## src/hdl/narma10_history.sv

```systemverilog
module narma10_history #(
    parameter int HISTORY_DEPTH = 10,
    parameter int HSUM_W        = 36
) (
    input  logic                     aclk,
    input  logic                     aresetn,
    input  logic                     clear,
    input  logic                     update,
    input  logic signed [31:0]       x_in,
    input  logic signed [31:0]       y_in,
    output logic signed [31:0]       yp,
    output logic signed [31:0]       x10,
    output logic signed [HSUM_W-1:0] hsum
);

    localparam int WP_W = (HISTORY_DEPTH > 1) ? $clog2(HISTORY_DEPTH) : 1;

    logic signed [31:0]       dh_reg [HISTORY_DEPTH];
    logic signed [31:0]       oh_reg [HISTORY_DEPTH];
    logic [HISTORY_DEPTH-1:0] valid_reg;
    logic [WP_W-1:0]          wpos_reg;
    logic [WP_W-1:0]          wpos_next;
    logic signed [HSUM_W-1:0] hsum_reg;
    logic signed [HSUM_W-1:0] hsum_next;
    logic signed [31:0]       yp_reg;
    logic signed [31:0]       oh_old;

    // entries not written since the last clear read as zero
    assign oh_old = valid_reg[wpos_reg] ? oh_reg[wpos_reg] : 32'sd0;
    assign x10    = valid_reg[wpos_reg] ? dh_reg[wpos_reg] : 32'sd0;
    assign yp     = yp_reg;
    assign hsum   = hsum_reg;

    assign hsum_next = hsum_reg + HSUM_W'(y_in) - HSUM_W'(oh_old);
    assign wpos_next = (wpos_reg == WP_W'(HISTORY_DEPTH - 1)) ? '0
                                                               : wpos_reg + WP_W'(1);

    always_ff @(posedge aclk) begin
        if (!aresetn) begin
            valid_reg <= '0;
            wpos_reg  <= '0;
            hsum_reg  <= '0;
            yp_reg    <= '0;
        end else if (clear) begin
            valid_reg <= '0;
            wpos_reg  <= '0;
            hsum_reg  <= '0;
            yp_reg    <= '0;
        end else if (update) begin
            valid_reg[wpos_reg] <= 1'b1;
            wpos_reg            <= wpos_next;
            hsum_reg            <= hsum_next;
            yp_reg              <= y_in;
        end
    end

    always_ff @(posedge aclk) begin
        if (update) begin
            dh_reg[wpos_reg] <= x_in;
            oh_reg[wpos_reg] <= y_in;
        end
    end

endmodule

```

## config.mk

```make
export PLATFORM = sky130hd
export DESIGN_NAME = narma10_history
export DESIGN_NICKNAME = d
export VERILOG_FILES = /design/src/hdl/narma10_history.sv
export SDC_FILE = /design/constraint.sdc
export NUM_CORES = 1
export LEC_CHECK = 0
export BUFFER_PORTS_ARGS = -buffer_cell sky130_fd_sc_hd__buf_2
export CAP_MARGIN = 20
export CELL_PAD_IN_SITES_DETAIL_PLACEMENT = 2
export CELL_PAD_IN_SITES_GLOBAL_PLACEMENT = 2
export CORE_ASPECT_RATIO = 1.5
export CORE_MARGIN = 2
export CORE_UTILIZATION = 40
export DETAILED_ROUTE_END_ITERATION = 12
export GPL_TIMING_DRIVEN = 0
export PLACE_DENSITY_LB_ADDON = 0.1
export SYNTH_ARGS = -nofsm -noshare
export SYNTH_HDL_FRONTEND = slang
export SYNTH_SLANG_ARGS = --single-unit
```

## constraint.sdc

```tcl
create_clock -name aclk -period 9.7 [get_ports aclk]
set_input_delay 1.455 -clock aclk [delete_from_list [all_inputs] [get_ports aclk]]
set_output_delay 1.455 -clock aclk [all_outputs]
set_load 0.05 [all_outputs]
```

# Word-level counts from Yosys, hierarchy flattened
# Memory sizes are Yosys's and may differ from the RTL's. A register that Yosys moved wholly into a read port is not among the register bits.
# Cells that the tools add are included.
# Widths: inputs -> output; s select.
[word_totals] mem_bits_rw=640 n_memories=2 elab_cells=29 in_bits=68 output_inout_bits=100 regBits=82
[op_classes] magnitude_cmp=2 add_sub_neg=3 reduce_logical=2 n_bitwise=2 mux=13 eq_ne=1
[memory_table] memory="dh_reg" depth=10 word_bits=32 rd=1 rd_ports_with_merged_regs=1 wr=1 line_no="18" source="logic signed [31:0] dh_reg [HISTORY_DEPTH];"
[memory_table] memory="oh_reg" depth=10 word_bits=32 rd=1 rd_ports_with_merged_regs=1 wr=1 line_no="19" source="logic signed [31:0] oh_reg [HISTORY_DEPTH];"
[op_table] op="$mux 32" n=2
[op_table] op="$add 36x32->36" n=1
[op_table] op="$sub 36x32->36" n=1
[op_table] op="$mux 4" n=5
[op_table] op="$or 10x10->10" n=1
[op_table] op="$lt 4x5->1 const B" n=1
[op_table] op="$add 4x1->4 const B" n=1
[op_table] op="$bmux 1 s4" n=1
[op_table] op="$demux 1 s4" n=1
[op_table] op="$eq 4x4->1 const B" n=1
[op_table] op="$ge 4x1->1 const B" n=1
[op_table] op="$mux 1" n=4
[op_table] op="$reduce_or 2->1" n=1
[op_table] op="$logic_and 1x1->1" n=1
[op_table] op="$not 1->1" n=1

# Depth between registers and ports, before layout
[logic_depth] ltp_word=5 ltp_mapped=19 ltp_nobuf=17

# Worst setup path before layout
# OpenSTA, ideal clock, no wires.
[synth_path] path_type="input-to-reg" from="in update" to="mem dh_reg[1][0] (enable)" arrival_ns=7.856 setup_slack_ns=1.197 n_path_buf=1 stages=3 setup_ns=0.647 t_required_ns=9.053 path_cell_list="clkbuf_8 > nand2_1 > nor4_1"
[synth_via] elab_chain_cells=2
[synth_rtl] item="start, declared" line_no="8" source="input logic update,"
[synth_rtl] item="$mux 1" line_no="58" source="if (update) begin"
[synth_rtl] item="$mux 1 (not written as such)" line_no="59" source="dh_reg[wpos_reg] <= x_in;"
[synth_rtl] item="end, declared" line_no="18"
# Every way passes these cells.

# Worst setup path in the final report
[layout_path] from="reg wpos_reg[0]" to="reg hsum_reg[30], in the netlist hsum[30]"
[layout_via] elab_chain_cells=4
[layout_rtl] item="start, declared" line_no="21" source="logic [WP_W-1:0] wpos_reg;"
[layout_rtl] item="start signal, assigned" line_no="51" source="wpos_reg <= wpos_next;"
[layout_rtl] item="$bmux 1 s4" line_no="29" source="assign oh_old = valid_reg[wpos_reg] ? oh_reg[wpos_reg] : 32'sd0;"
[layout_rtl] item="$mux 1 (not written as such)" line_no="29"
[layout_rtl] item="$mux 32" line_no="29"
[layout_rtl] item="$sub 36x32->36" line_no="34" source="assign hsum_next = hsum_reg + HSUM_W'(y_in) - HSUM_W'(oh_old);"
[layout_rtl] item="end signal, assigned" line_no="52" source="hsum_reg <= hsum_next;"
[layout_rtl] item="end, declared" line_no="23" source="logic signed [HSUM_W-1:0] hsum_reg;"
# Every way passes these cells. The select of a mux whose other input is x is not followed.
# A chain may end at the register's enable or synchronous reset.

==> results.txt <==
----------------------------------------------------
[Synth]
  Flip-flop and latch count after synthesis ... slightly above 700
  Top flip-flop cell by instance count after synthesis ... edfxtp_1
  Number of flops mapped to enable cells by yosys ... 640
  Area of the mapped netlist ... 30900 um^2
  Asr flop ratio synth ... 0%
  Warnings from Yosys ... 0
  Post-Syn Nets ... a little over 2000
  Unique cell type count in the Yosys netlist ... 67
  Share of the yosys chip area belonging to registers ... between 60% and 70%
  Post-Syn Instances ... between 1500 and 2000
  Mean instance size in the synthesized netlist ... around 16 um^2

[Critical path]
  Cell family with most CP delay ... compound AO/OA/AOI/OAI gates
  Max incr delay on CP ... 0.88 ns
  Master of the slowest instance on the critical path ... a21oi_2
  CP Capture Type ... register
  Req. time, crit path ... about 10 ns
  Top fanout value on the critical path ... 10
  Crit path buffers/inverters ... 3
  Critical path startpoint category ... register
  List of cells traversed by the critical path ... clkbuf_1 > mux4_2 > mux2i_1 > nor2_1 > a21oi_2 > clkbuf_1 > a211oi_1 > fa_1 > inv_1 > fa_1 > a21oi_2 > o211ai_1 > a221oi_1 > a21oi_1 > a21oi_1 > o21ai_0 > xnor2_1 > o21ai_0
  Worst setup path class ... reg -> reg
  WP data arrival ... 7.21 ns

[Outcome]
  Outcome ... completed

[Clocking]
  TritonCTS buffer count ... 74
  Source-to-sink clock delay at the later pin of the worst-skew pair ... 0.62 ns
  Number of buffers inserted by hold repair at cts ... 0
  Level count of the clock H-tree ... 3
  TritonCTS Sinks ... between 700 and 800
  Setup Fix Bufs, Post-CTS ... 0
  Clock Tree Root ... clkbuf_16
  TritonCTS clock tree ... done
  Resized cells post-CTS ... 0
  Maximum root-to-sink buffer count ... 3
  Clock-pin slew of the registers on the worst-case setup and hold paths ... 0.06 ns

[Die]
  Standard-cell row count ... ~120
  Die Span Y ... between 300 and 400 um
  Boundary Pins ... 168
  Core region area ... ~76000 um^2
  Die Area ... approximately 79000 um^2
  Horiz. Die Dim ... 231 um
  Initial core utilization ... between 40% and 50%

[Pwr]
  Power density of the placed cells ... around 200 nW/um^2
  Max IR drop VDD ... around 160 uV
  Leakage component of the power ... between 10 and 15 nW

[Placed design]
  # port buffers ... 167
  Detail Placement HPWL ... around 66 mm
  Weighted congestion reported at the end of routability-driven placement ... about 0.83

[STA]
  Post-route setup TNS ... 0 ns
  Fin Hold WS ... between 0.4 and 0.5 ns
  Endpoints failing setup ... 0
  Maximum frequency from static timing analysis ... roughly 150 MHz
  Final slew viol count ... 0
  Measured slew at the worst slew-check pin ... ~1.2 ns
  Clock period minus worst slack ... 6.74 ns
  Final worst-path cycle share ... 69.5%
  Relative slew slack ... roughly a fifth
  Final Hold Vio Count ... 0
  Worst clock skew ... 0.0262 ns
  Setup repair after global routing missed its margin ... no

[Final layout]
  Area Overhead vs Synth ... 17.8%
  Multi-input gate area ... approximately 8900 um^2
  Number of inserted filler cells in the final layout ... a little over 7000
  Area taken by flip-flops and latches ... approximately 21000 um^2
  Count of nets after finishing ... 2332
  Share of post-route cells with drive strength above 1 ... 23.5%
  Final core area utilization ... between 40 and 50%

[Route]
  Total iterations of the first detailed-routing run ... 6
  ANT nets after route ... 0
  Average wire per cell in the routed design ... a little under 30 um
  Detailed-route DRC error count ... 0
  Number of DRC markers in iteration 0 ... ~1200
  Vias after detailed routing ... about 18000
  Vias per cell ... roughly 5.5
  Final wirelength ... about 94 mm

[GRT]
  Antenna violations before repair ... 9
  Global-route wire length before repair ... 139 mm
  Via count of the first global-routing pass ... 20500
  Global route total overflow ... 0
  Pin count of the biggest net entering global routing ... 31
  GRT Util Overall ... 24.2%

[Run]
  Count of maximum capacitance violations ... 0

[Min path]
  Type of the worst min-delay path ... reg -> reg

----------------------------------------------------
## synth_stat cells, types with 7 or more instances
master	instances	share of area, %
mux2i_1	117	3.8
nor3b_1	7	0.17
clkbuf_1	60	0.73
ha_1	37	1.5
buf_2	20	0.32
nor2b_1	68	1.4
xnor2_1	24	0.68
nand2_1	29	0.35
dfxtp_1	86	5.6
or3_1	9	0.18
nor3_1	14	0.23
o211ai_1	7	0.17
buf_4	7	0.17
o21bai_1	7	0.17
a211oi_1	134	3.3
mux4_2	130	9.5
nand3_1	12	0.19
o21ai_0	29	0.47
buf_1	14	0.17
edfxtp_1	640	62
nand4_1	11	0.22
and3_1	8	0.16
a31oi_1	8	0.16
nand2b_1	7	0.14
inv_1	142	1.7
a21o_1	18	0.44
nor2_1	102	1.2
fa_1	35	2.3
a21oi_1	39	0.63
## placed cells by master, fill, tap and decap left out, types with 8 or more instances in the layout
cell	netlist	final
a211oi_1	134	134
a21o_1	18	18
a21oi_1	39	39
a31oi_1	8	8
and3_1	8	8
buf_1	14	14
buf_16	0	10
buf_2	20	187
buf_4	7	21
buf_6	2	34
buf_8	0	10
clkbuf_1	60	76
clkbuf_16	0	77
clkinv_1	0	13
clkinv_2	0	12
dfxtp_1	86	86
edfxtp_1	640	640
fa_1	35	35
ha_1	37	37
inv_1	142	142
mux2i_1	117	117
mux4_2	130	130
nand2_1	29	29
nand3_1	12	12
nand4_1	11	11
nor2_1	102	98
nor2b_1	68	68
nor3_1	14	9
o21ai_0	29	29
or3_1	9	9
xnor2_1	24	24
## final cells by class
cell class                      instances  share of cell area [%]
Buffer                                108                    1.46
Clock buffer                           94                    5.50
Sequential cell                       726                    57.6
Antenna cell                            2                  0.0138
Tap cell                             1008                    3.47
Clock inverter                         41                   0.964
Inverter                              142                    1.47
Timing Repair Buffer                  237                    4.97
Multi-Input combinational cell        903                    24.5
## logic make-up after synthesis
group | count (synthesis) | share of synthesized area [%]
AO/OA/AOI/OAI | 272 | 6.14
XOR/XNOR | 29 | 0.823
adder cells (fa/ha/maj) | 72 | 3.77
buffers and inverters | 250 | 3.44
flip-flops | 726 | 67.9
multiplexers | 247 | 13.3
AND/OR/NAND/NOR | 283 | 4.68
## through the flow
| step | instances | setup slack, ns | total power [mW] | instance area, um^2 |
|---|---|---|---|---|
| after floorplan | 1879 | 1.20 | 4.26 | 30900 |
| after global placement | 3054 | -6.20 | 4.57 | 33000 |
| after detailed placement | 3124 | 3.01 | 4.61 | 34000 |
| after CTS | 3259 | 2.91 | 7.46 | 36300 |
| after global routing | 3259 | 2.59 | 7.65 | 36300 |
| final | 3261 | 2.96 | 7.38 | 36300 |
## layer usage
layer  up-vias  global-route usage (%)  wire length [um]
met1      9531                    27.7             36300
met4        14                    6.75              2240
li1       7874                       -                 -
met3       144                    3.77              3520
met5         -                       0                80
met2       409                    46.2             52000
## final timing paths
check / slack, ns / cells after the start / endpoint / startpoint
worst max register to register: 2.96 / 18 / hsum[30] / wpos_reg[0]
worst min register to register: 0.48 / 2 / valid_reg[6] / valid_reg[6]
worst min-delay path: 0.48 / 2 / valid_reg[6] / valid_reg[6]
worst max-delay path: 2.96 / 18 / hsum[30] / wpos_reg[0]
## worst reg2reg max path, stage by stage, from the launching register on
cell and delay, ns:
dfxtp_1 0.31, clkbuf_1 0.41, mux4_2 0.59, mux2i_1 0.17, nor2_1 0.10, a21oi_2 0.89, clkbuf_1 0.61, a211oi_1 0.24
fa_1 0.56, inv_1 0.07, fa_1 0.51, a21oi_2 0.25, o211ai_1 0.13, a221oi_1 0.55, a21oi_1 0.41, a21oi_1 0.42
o21ai_0 0.17, xnor2_1 0.16, o21ai_0 0.09
## report_power, final
group	internal (mW)	total (mW)	switching, mW	leakage [nW]
Sequential	3.45	3.48	0.0278	6.50
Clock	1.60	2.85	1.24	1.15
Combinational	0.385	1.06	0.671	4.98
Total	5.44	7.38	1.94	12.6
Power figures use the tool's default switching activity.
