### src/hdl/narma10_pkg.sv
package narma10_pkg;

    localparam int DATA_W = 32;
    // p1 + p2 + p3 + c, each a clipped 32-bit value
    localparam int ACC_W  = 34;
    localparam int PC_W   = 3;

    // microprogram steps
    localparam logic [PC_W-1:0] ST_IDLE  = 3'd0;
    localparam logic [PC_W-1:0] ST_MUL_A = 3'd1;
    localparam logic [PC_W-1:0] ST_MUL_B = 3'd2;
    localparam logic [PC_W-1:0] ST_MUL_X = 3'd3;
    localparam logic [PC_W-1:0] ST_MUL_T = 3'd4;
    localparam logic [PC_W-1:0] ST_SUM   = 3'd5;
    localparam logic [PC_W-1:0] ST_MUL_D = 3'd6;
    localparam logic [PC_W-1:0] ST_OUT   = 3'd7;

    // multiplier operand A select
    localparam logic [2:0] ASEL_COEF_A = 3'd0;
    localparam logic [2:0] ASEL_COEF_B = 3'd1;
    localparam logic [2:0] ASEL_X10    = 3'd2;
    localparam logic [2:0] ASEL_T      = 3'd3;
    localparam logic [2:0] ASEL_COEF_D = 3'd4;

    // multiplier operand B select
    localparam logic [1:0] BSEL_YP   = 2'd0;
    localparam logic [1:0] BSEL_X3   = 2'd1;
    localparam logic [1:0] BSEL_HSUM = 2'd2;
    localparam logic [1:0] BSEL_ACC  = 2'd3;

    // destination of the rounded product
    localparam logic [1:0] DST_NONE = 2'd0;
    localparam logic [1:0] DST_ACC  = 2'd1;
    localparam logic [1:0] DST_T    = 2'd2;
    localparam logic [1:0] DST_Y    = 2'd3;

    // jump conditions
    localparam logic [1:0] JMP_NEVER    = 2'd0;
    localparam logic [1:0] JMP_NO_INPUT = 2'd1;
    localparam logic [1:0] JMP_OUT_FULL = 2'd2;

    typedef struct packed {
        logic            mul_en;
        logic [2:0]      a_sel;
        logic [1:0]      b_sel;
        logic [1:0]      dest;
        logic            rnd_wide;
        logic [1:0]      jcond;
        logic [PC_W-1:0] jtarget;
    } uword_t;

    typedef struct packed {
        logic signed [DATA_W-1:0] a;
        logic signed [DATA_W-1:0] b;
        logic signed [DATA_W-1:0] c;
        logic signed [DATA_W-1:0] d;
    } coef_t;

    // control store; each step with a destination rounds the product of the step before it
    function automatic uword_t ucode(input logic [PC_W-1:0] pc);
        uword_t w;
        w          = '0;
        w.a_sel    = ASEL_COEF_A;
        w.b_sel    = BSEL_YP;
        w.dest     = DST_NONE;
        w.jcond    = JMP_NEVER;
        w.jtarget  = ST_IDLE;
        case (pc)
            ST_IDLE: begin
                w.jcond   = JMP_NO_INPUT;
                w.jtarget = ST_IDLE;
            end
            ST_MUL_A: begin
                w.mul_en = 1'b1;
                w.a_sel  = ASEL_COEF_A;
                w.b_sel  = BSEL_YP;
            end
            ST_MUL_B: begin
                w.mul_en = 1'b1;
                w.a_sel  = ASEL_COEF_B;
                w.b_sel  = BSEL_YP;
                w.dest   = DST_ACC;
            end
            ST_MUL_X: begin
                w.mul_en = 1'b1;
                w.a_sel  = ASEL_X10;
                w.b_sel  = BSEL_X3;
                w.dest   = DST_T;
            end
            ST_MUL_T: begin
                w.mul_en   = 1'b1;
                w.a_sel    = ASEL_T;
                w.b_sel    = BSEL_HSUM;
                w.dest     = DST_ACC;
                w.rnd_wide = 1'b1;
            end
            ST_SUM: begin
                w.dest = DST_ACC;
            end
            ST_MUL_D: begin
                w.mul_en = 1'b1;
                w.a_sel  = ASEL_COEF_D;
                w.b_sel  = BSEL_ACC;
            end
            ST_OUT: begin
                w.dest    = DST_Y;
                w.jcond   = JMP_OUT_FULL;
                w.jtarget = ST_OUT;
            end
            default: begin
                w.jtarget = ST_IDLE;
            end
        endcase
        return w;
    endfunction

endpackage

### src/hdl/narma10_datapath.sv
module narma10_datapath #(
    parameter int FRAC_BITS = 24,
    parameter int HSUM_W    = 36
) (
    input  logic                     aclk,
    input  narma10_pkg::uword_t      uw,
    input  logic                     accept,
    input  logic signed [31:0]       drive_sample,
    input  narma10_pkg::coef_t       coef,
    input  logic signed [31:0]       yp,
    input  logic signed [31:0]       x10,
    input  logic signed [HSUM_W-1:0] hsum,
    output logic signed [31:0]       rnd_val,
    output logic                     sat_total,
    output logic signed [31:0]       x_hold
);

    localparam int ACC_W = narma10_pkg::ACC_W;
    localparam int B_W   = (HSUM_W > ACC_W) ? HSUM_W : ACC_W;
    localparam int PW    = 32 + B_W;

    localparam logic signed [PW-1:0] RMAX   = PW'(32'sh7FFF_FFFF);
    localparam logic signed [PW-1:0] RMIN   = PW'(32'sh8000_0000);
    localparam logic signed [PW-1:0] HALF_N = PW'(1) <<< (FRAC_BITS - 1);
    localparam logic signed [PW-1:0] HALF_W = PW'(1) <<< FRAC_BITS;

    logic signed [31:0]      x_reg;
    logic signed [ACC_W-1:0] x3_reg;
    logic signed [ACC_W-1:0] acc_reg;
    logic signed [31:0]      t_reg;
    logic signed [PW-1:0]    prod_reg;
    logic                    sat_reg;

    logic signed [31:0]      a_op;
    logic signed [B_W-1:0]   b_op;
    logic signed [PW-1:0]    prod_next;
    logic signed [PW-1:0]    rsum;
    logic signed [PW-1:0]    rsh;
    logic                    rnd_sat;

    always_comb begin
        case (uw.a_sel)
            narma10_pkg::ASEL_COEF_A: a_op = coef.a;
            narma10_pkg::ASEL_COEF_B: a_op = coef.b;
            narma10_pkg::ASEL_X10:    a_op = x10;
            narma10_pkg::ASEL_T:      a_op = t_reg;
            narma10_pkg::ASEL_COEF_D: a_op = coef.d;
            default:                  a_op = coef.a;
        endcase
    end

    always_comb begin
        case (uw.b_sel)
            narma10_pkg::BSEL_YP:   b_op = B_W'(yp);
            narma10_pkg::BSEL_X3:   b_op = B_W'(x3_reg);
            narma10_pkg::BSEL_HSUM: b_op = B_W'(hsum);
            narma10_pkg::BSEL_ACC:  b_op = B_W'(acc_reg);
            default:                b_op = B_W'(yp);
        endcase
    end

    assign prod_next = a_op * b_op;

    // round half away from zero: negative products take one less than half
    assign rsum = prod_reg + (uw.rnd_wide ? HALF_W : HALF_N)
                  - PW'(prod_reg[PW-1]);
    assign rsh  = uw.rnd_wide ? (rsum >>> (FRAC_BITS + 1)) : (rsum >>> FRAC_BITS);

    assign rnd_sat = (rsh > RMAX) || (rsh < RMIN);
    assign rnd_val = !rnd_sat ? rsh[31:0]
                   : (rsh[PW-1] ? 32'sh8000_0000 : 32'sh7FFF_FFFF);

    assign sat_total = sat_reg | rnd_sat;
    assign x_hold    = x_reg;

    always_ff @(posedge aclk) begin
        if (accept) begin
            x_reg   <= drive_sample;
            x3_reg  <= ACC_W'(drive_sample) + (ACC_W'(drive_sample) <<< 1);
            acc_reg <= ACC_W'(coef.c);
            sat_reg <= 1'b0;
        end else begin
            if (uw.dest == narma10_pkg::DST_ACC) begin
                acc_reg <= acc_reg + ACC_W'(rnd_val);
            end
            if (uw.dest == narma10_pkg::DST_T) begin
                t_reg <= rnd_val;
            end
            if (uw.dest == narma10_pkg::DST_ACC || uw.dest == narma10_pkg::DST_T) begin
                sat_reg <= sat_total;
            end
        end
        if (uw.mul_en) begin
            prod_reg <= prod_next;
        end
    end

endmodule

### config.mk
export PLATFORM = sky130hd
export DESIGN_NAME = narma10_datapath
export DESIGN_NICKNAME = d
export VERILOG_FILES = /design/src/hdl/narma10_pkg.sv /design/src/hdl/narma10_datapath.sv
export SDC_FILE = /design/constraint.sdc
export NUM_CORES = 2
export LEC_CHECK = 0
export ABC_AREA = 1
export BUFFER_PORTS_ARGS = -buffer_cell sky130_fd_sc_hd__buf_2
export CAP_MARGIN = 20
export CORE_MARGIN = 8
export CORE_UTILIZATION = 44
export CTS_BUF_LIST = sky130_fd_sc_hd__clkbuf_2 sky130_fd_sc_hd__clkbuf_4 sky130_fd_sc_hd__clkbuf_8
export CTS_CLUSTER_SIZE = 40
export DETAILED_ROUTE_END_ITERATION = 6
export GPL_ROUTABILITY_DRIVEN = 0
export GPL_TIMING_DRIVEN = 0
export RECOVER_POWER = 25
export SLEW_MARGIN = 25
export SYNTH_ARGS = -nofsm -noshare
export SYNTH_HDL_FRONTEND = slang
export SYNTH_SLANG_ARGS = --single-unit
export TNS_END_PERCENT = 1
### constraint.sdc
create_clock -name aclk -period 9.07 [get_ports aclk]
set_clock_uncertainty 0.05 [all_clocks]
set_input_delay 0.4535 -clock aclk [delete_from_list [all_inputs] [get_ports aclk]]
set_output_delay 0.4535 -clock aclk [all_outputs]
set_load 0.02 [all_outputs]
* Word-level counts from Yosys, hierarchy flattened *
Cells that the tools add are included.

word-level totals
  output and inout port bits = 65
  bits in registers = 201

operators by class
  muxes and demuxes = 8
  add/subtract/negate cells = 4
  order comparisons = 2
  multipliers = 1
  reductions and logical operators = 5
  eq/ne operators = 9
  bitwise gates (word level) = 2

operator list
  operator                count
  $pmux W36 S4            1
  $pmux W32 S4            1
  $add A68 B25 Y68        1
  $mul A32 B36 Y68        1
  $mux W34                2
  $sub A68 B1 Y68         1
  $mux W32                2
  $gt A44 B32 Y1 const B  1
  $lt A44 B32 Y1 const B  1
  $mux W43                1
  $add A32 B33 Y34        1
  $add A34 B32 Y34        1
  $mux W25                1
  $eq A2 B2 Y1 const B    3
  $eq A3 B2 Y1 const B    2
  $eq A2 B1 Y1 const B    2
  $eq A3 B1 Y1 const B    1
  $eq A3 B3 Y1 const B    1
  $logic_not A2 Y1        1
  $logic_or A1 B1 Y1      2
  $reduce_and A2 Y1       1
  $reduce_bool A2 Y1      1
  $not A1 Y1              1
  $or A1 B1 Y1            1

* Longest topological paths before layout *
  word-level depth = 10
  gate-level depth with buffers = 54

* Least setup slack after synthesis *
No wires, ideal clock.

  path type = input to register
  start point = in uw[11] in the netlist's numbering
  end point = reg prod_reg[67] (data pin)
  path slack = 0.530 ns
  data required time = 8.760 ns
  setup time = 0.260 ns
  stages = 33
  data arrival time = 8.230 ns
  cells stage by stage = nor3_1 nor3_1 inv_2 buf_2 nand2_1 o21ai_0 clkbuf_1 buf_2 nor2_1 fa_1 inv_1 fa_1 inv_1 fa_1 fa_1 inv_1 fa_1 inv_1 fa_1 inv_1 fa_1 inv_1 fa_1 ha_1 a21oi_1 inv_1 a21oi_1 inv_1 a21oi_1 nor3_1 a211oi_1 o221ai_1 xnor2_1

between the ends
  word-level cells in the longest chain between the ends = 3
  elaborated cells between the ends (all ways) = 6

ends and longest elaborated chain
  element                                     RTL line                source
  start, declared                             narma10_datapath.sv:6   input narma10_pkg::uword_t uw,
  $eq A3 B3 Y1, or another cell as far along  narma10_datapath.sv:42  case (uw.a_sel)
  $pmux W32 S4 *                              narma10_datapath.sv:42
  $mul A32 B36 Y68 *                          narma10_datapath.sv:62  assign prod_next = a_op * b_op;
  named net prod_next[67]                     narma10_datapath.sv:36  logic signed [PW-1:0] prod_next;
  end signal, assigned                        narma10_datapath.sv:94  prod_reg <= prod_next;
  end, declared                               narma10_datapath.sv:31  logic signed [PW-1:0] prod_reg;

The timed path passes the listed nets; every way through them passes the cells marked *.
A chain may end at the register's enable or synchronous reset.

* Worst setup path after layout *
  start point = in uw[12] in the netlist's numbering
  end point = reg prod_reg[65] (data pin)

The elaborated chain is that of the path after synthesis.

==> results_dict.tcl <==
set metrics [dict create \
    r2r-start "x3_reg[20]" \
    yosysTopAreaCellShare_pct 42.4 \
    setup_viol 3 \
    die_width_um 375 \
    ff2ff_path_depth 30 \
    grt_start_max_net_pins 66 \
    cts_sinks 199 \
    antenna_left 0 \
    syn_to_final_growth_pct 12.5 \
    crit_path_end_kind "flop" \
    num_rows 132 \
    finalCritPeriodShare_pct 101 \
    dieArea_um2 141000 \
    hold_path_depth 1 \
    hp-class "in -> reg" \
    cts_tree "built" \
    clk_path_buf_depth 2 \
    num_vias 51400 \
    setup_ws_ns -0.0482 \
    syn_avg_cell_area_um2 8.07 \
    ys_seq_elements 199 \
    hpwlAfterDp_um 209000 \
    r2r_end "prod_reg[65]" \
    initial_core_util_pct 44.1 \
    largest_reg_flops 68 \
    routedWlPerCell_um 26.6 \
    overflow 0 \
    crit_path_start_kind "primary input" \
    cp_data_required_time_ns 9.40 \
    min-delay-start "drive_sample[8]" \
    nets 9294 \
    hold_path_end "x_hold[8]" \
    clk_pin_slew_ns 0.13 \
    fillCellCount 12600 \
    drt_iter0_markers 5651 \
    viasPerCell 5.60 \
    syn_inst 7035 \
    cp_max_fo 10 \
    die_h_um 375 \
    cp.arrival_ns 9.44 \
    yosysSeqAreaShare_pct 10.5 \
    status "finished, violations left" \
    io_buffers 335 \
    synth_edf_count 198 \
    multi_input_area_um2 44900 \
    post-synth-top-area-cell "fa_1" \
    antenna_found_initial 18 \
    cts_max_level 4 \
    yosysWarnings 0 \
    max_clock_freq_mhz 110 \
    drive_gt1_share_pct 12.5 \
    yosysMostFrequentCell "inv_1" \
    rsz0062_at_grt "yes" \
    final_util_pct 49.6 \
    syn_nets 8840 \
    grt_use_total_pct 34.6 \
    critical_path_class "in -> reg" \
    core-area_um2 129000 \
    ios 341 \
    drv_cap 2 \
    synth_ff_type "edfxtp_1" \
    maxSlewHeadroom_pct -120 \
    remaining_drc_errors 1 \
    synth.cell_area_um2 56800 \
    grt_pass1_vias 52900 \
    worst_pin_slew_ns 3.30 \
    cpPeakStageDelay_ns 0.60 \
    violations "DRC, capacitance limit, slew limit, setup timing" \
    slew_viol_final 117 \
    cts_root_buffer "clkbuf_8" \
    drt_wl_total_um 244000 \
    synthArstFlopShare_pct 0 \
    cts_buffers 17 \
    yosysUniqueCellTypes 54 \
    path_common_cell "fa_1" \
    reg2reg_slack_ns 0.02 \
    drt_pass1_iterations 7 \
    clk_latency_ns 0.58 \
    slowest_stage "fa_1" \
    synth_area_leaders "fa_1 (42%), edfxtp_1 (10%), inv_1 (10%)" \
    timing.final.crit_period_ns 9.12 \
    hold_viol 0 \
    regArea_um2 5970 \
    grt_pass1_wl_um 355000 \
    synth_common_cells "inv_1 (1561), nand2_1 (1506), fa_1 (1204)" \
]
## logic make-up after synthesis
family	Yosys count	share of synthesized area, %
and+or+nand+nor	2652	18.5
DFF	199	10.5
adders and majority gates	1529	49.6
xor gates and xnor gates	141	2.17
buffers and inverters	1846	12.3
muxes	4	0.0705
AOI/OAI and AO/OA	664	6.80
## critical path, delay by kind of cell
kind,cells,cell delay [ns]
fa+ha+maj,9,4.57
simple gates,11,1.62
buf+inv,11,1.55
compound gates,4,0.94
xor+xnor,1,0.25
## worst max-delay path by stage
stage | slack [ns] | startpoint | cells after the start | endpoint
floorplan | 0.53 | uw[11] | 33 | prod_reg[67]
global placement | -4.59 | uw[11] | 31 | prod_reg[56]
detailed placement | -3.16 | uw[11] | 32 | prod_reg[56]
CTS | -0.02 | uw[11] | 36 | prod_reg[65]
global route | -0.20 | uw[11] | 36 | prod_reg[65]
finish | -0.05 | uw[12] | 36 | prod_reg[65]
## cell type report
| class | instances | area share (%) |
|---|---|---|
| Antenna cell | 4 | 0.0157 |
| Buffer | 232 | 2.40 |
| Clock buffer | 18 | 0.378 |
| Clock inverter | 14 | 0.272 |
| Inverter | 1612 | 9.64 |
| Multi-Input combinational cell | 4990 | 70.4 |
| Sequential cell | 199 | 9.34 |
| Tap cell | 1675 | 3.28 |
| Timing Repair Buffer | 437 | 4.32 |
## metal layers
metal	routed length, um	global-route usage [%]	vias to the layer above
met2	101000	50.9	3310
met3	34400	13.2	923
li1	-	-	21900
met4	22000	23.0	26
met1	86600	42.2	25200
met5	223	0.343	-
## through the flow
step / std cells / worst slack, ns / hold slack (ns) / setup TNS, ns / instance area, um^2
finish: 9181 / -0.0482 / 0.0942 / -0.0878 / 63900
global route: 9179 / -0.200 / 0.0803 / -1.27 / 63900
CTS: 9143 / -0.0157 / 0.00232 / -0.0400 / 63000
detailed placement: 9074 / -3.16 / 0.424 / -109.42 / 61200
global placement: 9045 / -4.59 / 0.414 / -168.08 / 60600
floorplan: 7035 / 0.530 / 0.400 / 0 / 56800
## placed cells by master (no fill, tap or decap), types with 21 or more instances in the layout
cell type | netlist | final
inv_1 | 1561 | 1532
nand2_1 | 1506 | 1497
fa_1 | 1204 | 1194
nor2_1 | 862 | 851
buf_2 | 33 | 327
ha_1 | 325 | 302
a21oi_1 | 273 | 255
edfxtp_1 | 198 | 198
nand3_1 | 144 | 142
o21ai_0 | 156 | 134
buf_4 | 5 | 83
xor2_1 | 80 | 77
clkbuf_1 | 181 | 75
clkbuf_2 | 0 | 62
xnor2_1 | 61 | 58
clkbuf_4 | 0 | 45
inv_2 | 32 | 40
a31oi_1 | 40 | 32
o21ai_2 | 4 | 30
nor3_1 | 34 | 29
nor2_2 | 21 | 28
clkbuf_8 | 0 | 28
o21a_1 | 32 | 27
buf_6 | 3 | 23
clkinvlp_4 | 0 | 22
or2_2 | 22 | 22
o21bai_1 | 22 | 21
## repair_timing
| item | CTS | global route |
|---|---|---|
| gates resized for setup | 344 | 242 |
| hold buffers | 1 | 0 |
| setup endpoints to repair | 51 | 31 |
| hold endpoints to repair | 1 | 0 |
| pin swaps | 12 | 20 |
| buffers inserted | 37 | 35 |
Power is left out: the tool's default activity adds up to more than one toggle a clock period on the data nets, which glitch-free logic cannot reach.
