`config.mk`:
```
export PLATFORM = sky130hd
export DESIGN_NAME = narma10_useq
export DESIGN_NICKNAME = d
export VERILOG_FILES = /design/src/hdl/narma10_pkg.sv /design/src/hdl/narma10_useq.sv
export SDC_FILE = /design/constraint.sdc
export NUM_CORES = 1
export LEC_CHECK = 0
export ABC_AREA = 1
export BUFFER_PORTS_ARGS = -buffer_cell sky130_fd_sc_hd__buf_2
export CAP_MARGIN = 5
export CORE_AREA = 2 2 39 41
export CTS_BUF_LIST = sky130_fd_sc_hd__clkbuf_2
export DETAILED_ROUTE_END_ITERATION = 6
export DIE_AREA = 0 0 41 43
export PLACE_DENSITY_LB_ADDON = 0.1
export SLEW_MARGIN = 20
export SYNTH_ARGS = -nofsm -noshare
export SYNTH_HDL_FRONTEND = slang
export SYNTH_SLANG_ARGS = --single-unit
```
`constraint.sdc`:
```
create_clock -name aclk -period 3.7 [get_ports aclk]
set_input_delay 0.37 -clock aclk [delete_from_list [all_inputs] [get_ports aclk]]
set_output_delay 0.37 -clock aclk [all_outputs]
set_load 0.1 [all_outputs]
```
`src/hdl/narma10_pkg.sv`:
```
package narma10_pkg;

    localparam int DATA_W = 32;
    // p1 + p2 + p3 + c, each a clipped 32-bit value
    localparam int ACC_W  = 34;
    localparam int PC_W   = 3;

    // microprogram steps
    localparam logic [PC_W-1:0] ST_IDLE  = 3'd0;
    localparam logic [PC_W-1:0] ST_MUL_A = 3'd1;
    localparam logic [PC_W-1:0] ST_MUL_B = 3'd2;
    localparam logic [PC_W-1:0] ST_MUL_X = 3'd3;
    localparam logic [PC_W-1:0] ST_MUL_T = 3'd4;
    localparam logic [PC_W-1:0] ST_SUM   = 3'd5;
    localparam logic [PC_W-1:0] ST_MUL_D = 3'd6;
    localparam logic [PC_W-1:0] ST_OUT   = 3'd7;

    // multiplier operand A select
    localparam logic [2:0] ASEL_COEF_A = 3'd0;
    localparam logic [2:0] ASEL_COEF_B = 3'd1;
    localparam logic [2:0] ASEL_X10    = 3'd2;
    localparam logic [2:0] ASEL_T      = 3'd3;
    localparam logic [2:0] ASEL_COEF_D = 3'd4;

    // multiplier operand B select
    localparam logic [1:0] BSEL_YP   = 2'd0;
    localparam logic [1:0] BSEL_X3   = 2'd1;
    localparam logic [1:0] BSEL_HSUM = 2'd2;
    localparam logic [1:0] BSEL_ACC  = 2'd3;

    // destination of the rounded product
    localparam logic [1:0] DST_NONE = 2'd0;
    localparam logic [1:0] DST_ACC  = 2'd1;
    localparam logic [1:0] DST_T    = 2'd2;
    localparam logic [1:0] DST_Y    = 2'd3;

    // jump conditions
    localparam logic [1:0] JMP_NEVER    = 2'd0;
    localparam logic [1:0] JMP_NO_INPUT = 2'd1;
    localparam logic [1:0] JMP_OUT_FULL = 2'd2;

    typedef struct packed {
        logic            mul_en;
        logic [2:0]      a_sel;
        logic [1:0]      b_sel;
        logic [1:0]      dest;
        logic            rnd_wide;
        logic [1:0]      jcond;
        logic [PC_W-1:0] jtarget;
    } uword_t;

    typedef struct packed {
        logic signed [DATA_W-1:0] a;
        logic signed [DATA_W-1:0] b;
        logic signed [DATA_W-1:0] c;
        logic signed [DATA_W-1:0] d;
    } coef_t;

    // control store; each step with a destination rounds the product of the step before it
    function automatic uword_t ucode(input logic [PC_W-1:0] pc);
        uword_t w;
        w          = '0;
        w.a_sel    = ASEL_COEF_A;
        w.b_sel    = BSEL_YP;
        w.dest     = DST_NONE;
        w.jcond    = JMP_NEVER;
        w.jtarget  = ST_IDLE;
        case (pc)
            ST_IDLE: begin
                w.jcond   = JMP_NO_INPUT;
                w.jtarget = ST_IDLE;
            end
            ST_MUL_A: begin
                w.mul_en = 1'b1;
                w.a_sel  = ASEL_COEF_A;
                w.b_sel  = BSEL_YP;
            end
            ST_MUL_B: begin
                w.mul_en = 1'b1;
                w.a_sel  = ASEL_COEF_B;
                w.b_sel  = BSEL_YP;
                w.dest   = DST_ACC;
            end
            ST_MUL_X: begin
                w.mul_en = 1'b1;
                w.a_sel  = ASEL_X10;
                w.b_sel  = BSEL_X3;
                w.dest   = DST_T;
            end
            ST_MUL_T: begin
                w.mul_en   = 1'b1;
                w.a_sel    = ASEL_T;
                w.b_sel    = BSEL_HSUM;
                w.dest     = DST_ACC;
                w.rnd_wide = 1'b1;
            end
            ST_SUM: begin
                w.dest = DST_ACC;
            end
            ST_MUL_D: begin
                w.mul_en = 1'b1;
                w.a_sel  = ASEL_COEF_D;
                w.b_sel  = BSEL_ACC;
            end
            ST_OUT: begin
                w.dest    = DST_Y;
                w.jcond   = JMP_OUT_FULL;
                w.jtarget = ST_OUT;
            end
            default: begin
                w.jtarget = ST_IDLE;
            end
        endcase
        return w;
    endfunction

endpackage

```
`src/hdl/narma10_useq.sv`:
```
module narma10_useq (
    input  logic                  aclk,
    input  logic                  aresetn,
    input  logic                  in_valid,
    input  logic                  out_full,
    output narma10_pkg::uword_t   uw,
    output logic                  idle
);

    logic [narma10_pkg::PC_W-1:0] pc_reg;
    logic [narma10_pkg::PC_W-1:0] pc_next;
    logic                         jump;

    assign uw   = narma10_pkg::ucode(pc_reg);
    assign idle = (pc_reg == narma10_pkg::ST_IDLE);

    always_comb begin
        case (uw.jcond)
            narma10_pkg::JMP_NEVER:    jump = 1'b0;
            narma10_pkg::JMP_NO_INPUT: jump = !in_valid;
            narma10_pkg::JMP_OUT_FULL: jump = out_full;
            default:                   jump = 1'b0;
        endcase
    end

    // last step falls through to idle by wrapping
    assign pc_next = jump ? uw.jtarget : pc_reg + narma10_pkg::PC_W'(1);

    always_ff @(posedge aclk) begin
        if (!aresetn) begin
            pc_reg <= narma10_pkg::ST_IDLE;
        end else begin
            pc_reg <= pc_next;
        end
    end

endmodule

```
# Word level (Yosys, flattened, before mapping)
# Cells that the tools add are included.
# totals
word_cells,20
reg_bits,3
in_bits,4
output_inout_bits,15
# op_classes
n_reduce_logical,3
n_mux,6
n_addsub,1
n_eq_ne,9
# op_table
operator,n
$pmux 6 s5,1
$eq 3x3->1 const B,4
$pmux 5 s2,1
$eq 3x2->1 const B,2
$pmux 2 s3,1
$add 3x1->3 const B,1
$eq 3x1->1 const B,1
$logic_not 3->1,1
$mux 3,1
$reduce_or 3->1,1
$eq 2x1->1 const B,1
$eq 2x2->1 const B,1
$pmux 1 s2,1
$logic_not 1->1,1
$mux 1,1

# Depth between registers and ports, before layout
# Gate-level depths: netlist (run 1).
# logic_depth
depth_word,5
depth_mapped,7
ltp_nobuf,7

# Least setup slack after synthesis (run 1)
# OpenSTA, ideal clock, no wires.
# synth_timing
path_kind,register -> output
start,register pc_reg[0] (netlist bit)
end,output port uw[10] (netlist bit)
t_arrival_ns,2.681
setup_slack_ns,0.649
path_buffers,0
stages_incl_launch_ff,7
required_ns,3.330
cell_sequence,dfxtp_1 inv_1 ha_1 nand2_1 inv_1 a21oi_1 nor2_1
# synth_lines
element,line_no,rtl
start: declaration,narma10_useq.sv:10,logic [narma10_pkg::PC_W-1:0] pc_reg;
start signal: assignment,narma10_useq.sv:31,pc_reg <= narma10_pkg::ST_IDLE;
start signal: assignment,narma10_useq.sv:33,pc_reg <= pc_next;
end: declaration,narma10_useq.sv:6,"output narma10_pkg::uword_t uw,"

==> results of run 1 <==
[layout make-up]
class	count	area (um^2)
Fill cell	165	968
Multi-Input combinational cell	31	184
Timing Repair Buffer	18	90.1
Sequential cell	3	60.1
Inverter	11	41.3
Clock buffer	4	20.0
Tap cell	16	20.0
[layer usage]
layer | GRT usage [%] | routed length [um]
met5 | 0 | 0
met3 | 3.14 | 41
met4 | 8.00 | 0
met2 | 15.3 | 357
met1 | 8.33 | 291
[logic make-up (layout without fill, tap and decap cells)]
kind of cell / Yosys count / after routing / share of synthesized area [%]
AO/OA/AOI/OAI: 7 / 7 / 11.9
buffers and inverters: 15 / 33 / 22.6
adder cells (fa/ha/maj): 6 / 6 / 23.8
AND/OR/NAND/NOR: 18 / 18 / 22.6
flip-flops: 3 / 3 / 19.0
[synthesized netlist by cell type]
cell,number
sky130_fd_sc_hd__dfxtp_1,3
sky130_fd_sc_hd__inv_2,1
sky130_fd_sc_hd__nand3_1,1
sky130_fd_sc_hd__a21oi_1,6
sky130_fd_sc_hd__inv_1,10
sky130_fd_sc_hd__nor2_1,7
sky130_fd_sc_hd__buf_4,4
sky130_fd_sc_hd__o211ai_1,1
sky130_fd_sc_hd__nand2_1,9
sky130_fd_sc_hd__ha_1,6
sky130_fd_sc_hd__nor2_2,1
[worst paths after layout]
kind	slack [ns]	depth (start not counted)	endpoint	start
hold / removal	0.41	3	pc_reg[1]	aresetn
setup / recovery	1.60	5	uw[6]	pc_reg[0]
hold reg to reg	0.65	3	pc_reg[0]	pc_reg[0]
setup reg to reg	2.33	6	pc_reg[2]	pc_reg[0]
[critical path, cell delays in order, from the launching register on]
cell and delay (ns):
sky130_fd_sc_hd__dfxtp_1 0.39, sky130_fd_sc_hd__ha_1 0.24, sky130_fd_sc_hd__ha_1 0.27, sky130_fd_sc_hd__inv_1 0.09, sky130_fd_sc_hd__o211ai_1 0.09, sky130_fd_sc_hd__buf_2 0.45
[stage by stage]
| step | setup WS, ns | instances | total power, W | cell area [um^2] | util, % |
|---|---|---|---|---|---|
| final | 1.60 | 83 | 0.000186 | 415 | 30.0 |
| after floorplan | 0.649 | 49 | 0.000131 | 315 | - |
| after CTS | 1.57 | 83 | 0.000190 | 415 | 30.0 |
| after global placement | 1.80 | 79 | 0.000143 | 395 | 28.6 |
| after detailed placement | 1.80 | 79 | 0.000142 | 395 | 28.6 |
| after global routing | 1.45 | 83 | 0.000199 | 415 | 30.0 |
[power groups by stage]
stage / registers, W / clock network, W / logic [W]
finish: 0.0000380 / 0.0000455 / 0.000103
floorplan: 0.0000379 / 0 / 0.0000927
global placement: 0.0000386 / 0 / 0.000104
CTS: 0.0000380 / 0.0000485 / 0.000104
global route: 0.0000384 / 0.0000502 / 0.000111
detailed placement: 0.0000386 / 0 / 0.000104
==> impl_summary.log, run 1 <==
INFO  metric synth_warnings = 0
INFO  metric cts_buffers = 3
INFO  metric tritoncts = yes
INFO  metric cts_setup_buffers = 0
INFO  metric die_w = 41 um
INFO  metric rows = 14
INFO  metric layout_commonest_cell = sky130_fd_sc_hd__buf_2
INFO  metric cp-end-kind = output pin
INFO  metric cp_max_fo = 7
INFO  metric die_area = 1760 um^2
INFO  metric critPathKind = flip-flop to output pin
INFO  metric synthDominantAreaCellType = sky130_fd_sc_hd__ha_1
INFO  metric hold_path_class = input pin to flip-flop
INFO  metric max_cap_violations = 0
INFO  metric run_status = finished clean
INFO  metric cts-root-buf = sky130_fd_sc_hd__clkbuf_2
INFO  metric antenna_found_initial = 0
INFO  metric cts_max_path_buffers = 2
INFO  metric synth_area_leaders = sky130_fd_sc_hd__ha_1, sky130_fd_sc_hd__dfxtp_1, sky130_fd_sc_hd__inv_1, sky130_fd_sc_hd__nand2_1, sky130_fd_sc_hd__a21oi_1
INFO  metric io_buffers = 18
INFO  metric leakage = 0.279 nW
INFO  metric finalCriticalPeriod = 2.10 ns
INFO  metric core_region_area = 1380 um^2
INFO  metric crit_path_start_kind = flip-flop
INFO  metric route.detailed.vias_per_inst = 3.83
INFO  metric whs = 0.414 ns
INFO  metric rsz0062_at_grt = false
INFO  metric power_per_cell_area = 449 nW/um^2
INFO  metric htree_num_levels = 1
INFO  metric maxSlewViolCount = 0
INFO  metric pin_count = 19
INFO  metric area_growth = 31.7%
INFO  metric diodes = 0
INFO  metric cts.reportedPaths.clkPinSlew = 0.04 ns
INFO  metric timing.final.setup_violations = 0
INFO  metric synth.lib_cells_used.distinct = 11
INFO  metric dr_total_vias = 318
INFO  metric combinationalPowerShare = 55.2%
INFO  metric overflow = 0
INFO  metric syn_inst = 49
INFO  metric cts_sinks = 3
INFO  metric post_synth.cell_area_avg = 6.43 um^2
INFO  metric detailedRoute.firstIterationViolations = 1
INFO  metric timing.critical_path.required = 3.33 ns
INFO  metric ys_seq_elements = 3
INFO  metric net_count_after_synthesis = 59
INFO  metric post-route-drc-count = 0
INFO  metric drt-pass1-iter-count = 2
INFO  metric synth_largest_type_area_fraction = 23.8%
INFO  metric grt_first_pass_wirelength = 1.08 mm
INFO  metric final_cell_mix = sky130_fd_sc_hd__buf_2, sky130_fd_sc_hd__inv_1, sky130_fd_sc_hd__nand2_1
INFO  metric postRouteWirelength = 690 um
INFO  metric power.clock.fraction = 24.4%
INFO  metric period_share = 56.8%
INFO  metric power.switching_fraction = 57.4%
INFO  metric wl_per_cell = 8.31 um
INFO  metric number_of_flip_flops_in_the_largest_register = 3
INFO  metric setup_tns = 0 ns
INFO  metric dieHeight = 43 um
INFO  metric detail-route-antenna-nets = 0
INFO  metric grtUsageTotal = 9.33%
INFO  metric clock.fmax = 476 MHz
INFO  metric critical_path_arrival = 1.73 ns
INFO  metric routabilityCongestion = 0.684
INFO  metric fin_worst_skew = 0.00120 ns
INFO  metric final_nets = 78
INFO  metric post_route_cells_drive_above_1_share = 35.8%
INFO  metric internal_power = 0.0000794 W
INFO  metric p_switching = 0.000107 W
INFO  metric first_global_vias = 301
INFO  metric holdBufCountCts = 0
INFO  metric relative_max_transition_margin = 67.7%
INFO  metric floorplan.initialDensity = 22.8%
INFO  metric pin_count_of_the_biggest_net_entering_global_routing = 8
INFO  metric syn_area = 315 um^2
INFO  metric ir_drop = 152 uV
INFO  metric cts.repair.resized = 0
INFO  metric worst_skew_pair.late_latency = 0.20 ns
INFO  metric detailedPlacementHpwl = 578 um
INFO  metric timing.final.hold_violations = 0
INFO  metric power.sequential.fraction = 20.4%
INFO  metric tightest_slew = 0.487 ns
INFO  metric synth.yosys.seq_area_share = 19.0%
Power figures use the tool's default switching activity.
==> run 2, diff against run 1 <==
clock period = 2.15 ns   (was 3.7 ns; I/O delays follow)
==> impl_summary.log, run 2 (synthesis results as in run 1) <==
INFO  metric run_status = finished clean
INFO  metric final_cells = 83
INFO  metric leakage = 0.268 nW
INFO  metric hold_path_class = input pin to flip-flop
INFO  metric tightest_slew = 0.487 ns
INFO  metric dieHeight = 43 um
INFO  metric cts-root-buf = sky130_fd_sc_hd__clkbuf_2
INFO  metric overflow = 0
INFO  metric max_cap_violations = 0
INFO  metric critPathKind = flip-flop to output pin
INFO  metric maxSlewViolCount = 0
INFO  metric reg2reg_setup_slack = 0.84 ns
INFO  metric rr_startpoint = pc_reg[0]
INFO  metric holdBufCountCts = 0
INFO  metric grt_first_pass_wirelength = 1.14 mm
INFO  metric timing.final.setup_violations = 0
INFO  metric detail-route-antenna-nets = 0
INFO  metric io_buffers = 18
INFO  metric routabilityCongestion = 0.656
INFO  metric dp.cells = 79
INFO  metric finalCriticalPeriod = 1.81 ns
INFO  metric post_route_cells_drive_above_1_share = 50.7%
INFO  metric detailedRoute.firstIterationViolations = 3
INFO  metric layout_commonest_cell = sky130_fd_sc_hd__buf_2
INFO  metric critical_path_arrival = 1.60 ns
INFO  metric setup_tns = 0 ns
INFO  metric core_region_area = 1380 um^2
INFO  metric post_dp_cell_area = 427 um^2
INFO  metric tritoncts = yes
INFO  metric first_global_vias = 297
INFO  metric period_share = 84.2%
INFO  metric ir_drop = 255 uV
INFO  metric cts_buffers = 3
INFO  metric crit_slowest_cell = sky130_fd_sc_hd__buf_2
INFO  metric area_growth = 41.7%
INFO  metric postRouteWirelength = 707 um
INFO  metric rows = 14
INFO  metric fillerInstances = 155
INFO  metric rsz0062_at_grt = false
INFO  metric sequential_cell_area = 61.3 um^2
INFO  metric die_area = 1760 um^2
INFO  metric htree_num_levels = 1
INFO  metric pin_count = 19
INFO  metric cts.reportedPaths.clkPinSlew = 0.04 ns
INFO  metric final_cell_mix = sky130_fd_sc_hd__buf_2, sky130_fd_sc_hd__nand2_1, sky130_fd_sc_hd__inv_1
INFO  metric cts.repair.resized = 0
INFO  metric die_w = 41 um
INFO  metric post-route-worst-setup-slack = 0.339 ns
INFO  metric launch_instance_of_the_worst_min_delay_path = aresetn
INFO  metric number_of_flip_flops_in_the_largest_register = 3
INFO  metric diodes = 0
INFO  metric crit_path_start_kind = flip-flop
INFO  metric cpPeakStageDelay = 0.45 ns
INFO  metric detailedPlacementHpwl = 602 um
INFO  metric grtUsageTotal = 9.55%
INFO  metric total_power = 0.000330 W
INFO  metric clock.fmax = 552 MHz
INFO  metric cts_sinks = 3
INFO  metric cts_setup_buffers = 0
INFO  metric relative_max_transition_margin = 67.8%
INFO  metric route.detailed.vias_per_inst = 3.89
INFO  metric timing.critical_path.required = 1.93 ns
INFO  metric pin_count_of_the_biggest_net_entering_global_routing = 8
INFO  metric cp_max_fo = 7
INFO  metric floorplan.initialDensity = 22.8%
INFO  metric area_taken_by_multi_input_logic_gates = 210 um^2
INFO  metric final_nets = 78
INFO  metric cts_max_path_buffers = 2
INFO  metric cp-end-kind = output pin
INFO  metric timing.final.hold_violations = 0
INFO  metric final_area = 447 um^2
INFO  metric worst_skew_pair.late_latency = 0.20 ns
INFO  metric dr_total_vias = 323
INFO  metric antenna_found_initial = 0
INFO  metric path_cells = ha_1 > ha_2 > inv_1 > o211ai_1 > buf_2
INFO  metric wl_per_cell = 8.52 um
INFO  metric post-route-drc-count = 0
INFO  metric fin_worst_skew = 0.00347 ns
INFO  metric startpoint = pc_reg[0]
INFO  metric power_per_cell_area = 739 nW/um^2
INFO  metric pre_cts_ws = 0.537 ns
INFO  metric drt-pass1-iter-count = 3
==> run 2: cell types whose count changed in the layout (fill, tap and decap cells not counted), sizes merged <==
cell,before,now
clkinvlp,0,1
inv,11,10
==> run 2: power breakdown <==
part           switching, W  internal [W]
Combinational      0.000154     0.0000320
Clock             0.0000278     0.0000490
Sequential       0.00000596     0.0000610
==> run 2: area by class of cell <==
class / count / share of cell area, %
timing repair buffer: 18 / 20.2
sequential: 3 / 13.7
clock buffer: 4 / 4.48
multi-input combinational: 31 / 47.1
inverter: 11 / 10.1
tap: 16 / 4.48
==> run 2: metrics by stage <==
stage,util [%],hold slack [ns]
floorplan,-,0.363
global placement,30.8,0.468
detailed placement,30.8,0.462
CTS,32.3,0.243
global route,32.3,0.275
finish,32.3,0.256
==> run 2: worst max-delay path, delay by kind of cell (launching register included) <==
kind,cells,cell delay (ns)
fa+ha+maj,2,0.45
compound gates,1,0.07
flops,1,0.37
buf+inv,2,0.51
==> run 2: routing by layer <==
metal / track usage [%] / routed length [um]
met5: 0 / 0
met4: 8.00 / 0
met3: 1.57 / 42
met2: 13.4 / 347
met1: 11.9 / 317
==> run 2: final timing paths <==
kind | to | cells after the start
hold reg to reg | pc_reg[0] | 3
setup reg to reg | pc_reg[2] | 6
setup / recovery | uw[6] | 5
hold / removal | pc_reg[1] | 3
==> run 3, diff against run 2 <==
clock period = 1.8 ns   (was 2.15 ns; I/O delays follow)
==> impl_summary.log, run 3 (synthesis results as in run 1) <==
INFO  metric run_status = finished clean
INFO  metric cts_max_path_buffers = 2
INFO  metric launch_instance_of_the_worst_min_delay_path = aresetn
INFO  metric dieHeight = 43 um
INFO  metric rr_startpoint = pc_reg[0]
INFO  metric post_route_cells_drive_above_1_share = 56.7%
INFO  metric m1WireLength = 296 um
INFO  metric period_share = 94.3%
INFO  metric relative_max_transition_margin = 67.8%
INFO  metric startpoint = pc_reg[0]
INFO  metric postRouteWirelength = 699 um
INFO  metric worstReg2RegEnd = pc_reg[1]
INFO  metric cp_max_fo = 5
INFO  metric number_of_flip_flops_in_the_largest_register = 3
INFO  metric dr_total_vias = 321
INFO  metric wl_per_cell = 8.42 um
INFO  metric reg2reg_setup_slack = 0.49 ns
INFO  metric cts_setup_buffers = 0
INFO  metric fin_worst_skew = 0.00422 ns
INFO  metric dr_wl_met3 = 29 um
INFO  metric post-route-drc-count = 0
INFO  metric worst_skew_pair.late_latency = 0.20 ns
INFO  metric grt_first_pass_wirelength = 1.19 mm
INFO  metric diodes = 0
INFO  metric tightest_slew = 0.487 ns
INFO  metric pin_count_of_the_biggest_net_entering_global_routing = 8
INFO  metric detail-route-antenna-nets = 0
INFO  metric setup_tns = 0 ns
INFO  metric die_w = 41 um
INFO  metric htree_num_levels = 1
INFO  metric area_growth = 77.8%
INFO  metric cp-end-kind = output pin
INFO  metric detailedPlacementHpwl = 614 um
INFO  metric io_buffers = 18
INFO  metric rsz0062_at_grt = false
INFO  metric layout_commonest_cell = sky130_fd_sc_hd__buf_2
INFO  metric cts_sinks = 3
INFO  metric timing.final.hold_violations = 0
INFO  metric cts-root-buf = sky130_fd_sc_hd__clkbuf_2
INFO  metric route.detailed.vias_per_inst = 3.87
INFO  metric finalCoreUtilization = 40.5%
INFO  metric final_cells = 83
INFO  metric final_nets = 78
INFO  metric core_region_area = 1380 um^2
INFO  metric endpoint = uw[12]
INFO  metric final_cell_mix = sky130_fd_sc_hd__buf_2, sky130_fd_sc_hd__inv_1, sky130_fd_sc_hd__nand2_1
INFO  metric cts.reportedPaths.clkPinSlew = 0.04 ns
INFO  metric antenna_found_initial = 0
INFO  metric floorplan.initialDensity = 22.8%
INFO  metric cts_buffers = 3
INFO  metric route.top_layer_used = met3
INFO  metric first_global_vias = 292
INFO  metric tritoncts = yes
INFO  metric dp.cells = 79
INFO  metric overflow = 0
INFO  metric hold_path_class = input pin to flip-flop
INFO  metric finalCriticalPeriod = 1.70 ns
INFO  metric crit_path_start_kind = flip-flop
INFO  metric holdBufCountCts = 0
INFO  metric grtUsageTotal = 10.6%
INFO  metric maxSlewViolCount = 0
INFO  metric routabilityCongestion = 0.702
INFO  metric ir_drop = 274 uV
INFO  metric die_area = 1760 um^2
INFO  metric leakage = 0.292 nW
INFO  metric max_cap_violations = 0
INFO  metric timing.reg2reg.worst_path_depth = 6
INFO  metric critPathKind = flip-flop to output pin
INFO  metric critical_path_arrival = 1.52 ns
INFO  metric clock.fmax = 589 MHz
INFO  metric cts.repair.resized = 0
INFO  metric detailedRoute.firstIterationViolations = 1
INFO  metric power_per_cell_area = 782 nW/um^2
INFO  metric pin_count = 19
INFO  metric rows = 14
INFO  metric timing.final.setup_violations = 0
INFO  metric drt-pass1-iter-count = 2
INFO  metric timing.critical_path.required = 1.62 ns
INFO  metric met2_wirelength = 373 um
## run 3: cell counts in the layout (fill, tap and decap cells not counted)
No cell type changed its count.
## run 3: stage by stage
| step | hold WS [ns] | power, W | setup WS [ns] | cell area [um^2] |
|---|---|---|---|---|
| after floorplan | 0.328 | 0.000289 | -0.534 | 370 |
| after global routing | 0.236 | 0.000467 | 0.0114 | 561 |
| after CTS | 0.213 | 0.000447 | 0.0701 | 561 |
| final | 0.222 | 0.000439 | 0.103 | 561 |
| after global placement | 0.439 | 0.000351 | 0.287 | 541 |
| after detailed placement | 0.431 | 0.000351 | 0.299 | 541 |
## run 3: layout make-up
| class | count | area (um^2) |
|---|---|---|
| clock buffer | 4 | 20.0 |
| fill | 150 | 823 |
| inverter | 11 | 45.0 |
| multi-input combinational | 31 | 233 |
| sequential | 3 | 62.6 |
| tap | 16 | 20.0 |
| timing repair buffer | 18 | 180 |
## run 3: how the worst min path moves through the flow
stage | cells past startpoint | end
floorplan | 2 | pc_reg[0]
global route | 3 | pc_reg[2]
global placement | 3 | pc_reg[0]
CTS | 3 | pc_reg[0]
detailed placement | 3 | pc_reg[0]
finish | 3 | pc_reg[0]
## run 3: where the power goes
part	leakage [nW]	internal, W	switching [W]
registers	0.0253	0.0000732	0.00000740
logic	0.250	0.0000702	0.000196
clock network	0.0166	0.0000587	0.0000331
## run 3: layer usage
metal | track usage, % | vias to the layer above
met2 | 14.4 | 10
met4 | 8.00 | 0
met3 | 4.71 | 0
li1 | - | 180
met1 | 12.5 | 131
met5 | 0 | -
## run 3: worst max-delay path, cell delays in order (launching register included)
cell and delay, ns:
sky130_fd_sc_hd__dfxtp_2 0.34, sky130_fd_sc_hd__inv_2 0.09, sky130_fd_sc_hd__ha_1 0.19, sky130_fd_sc_hd__nand2_1 0.14, sky130_fd_sc_hd__nor2_1 0.13, sky130_fd_sc_hd__buf_2 0.43
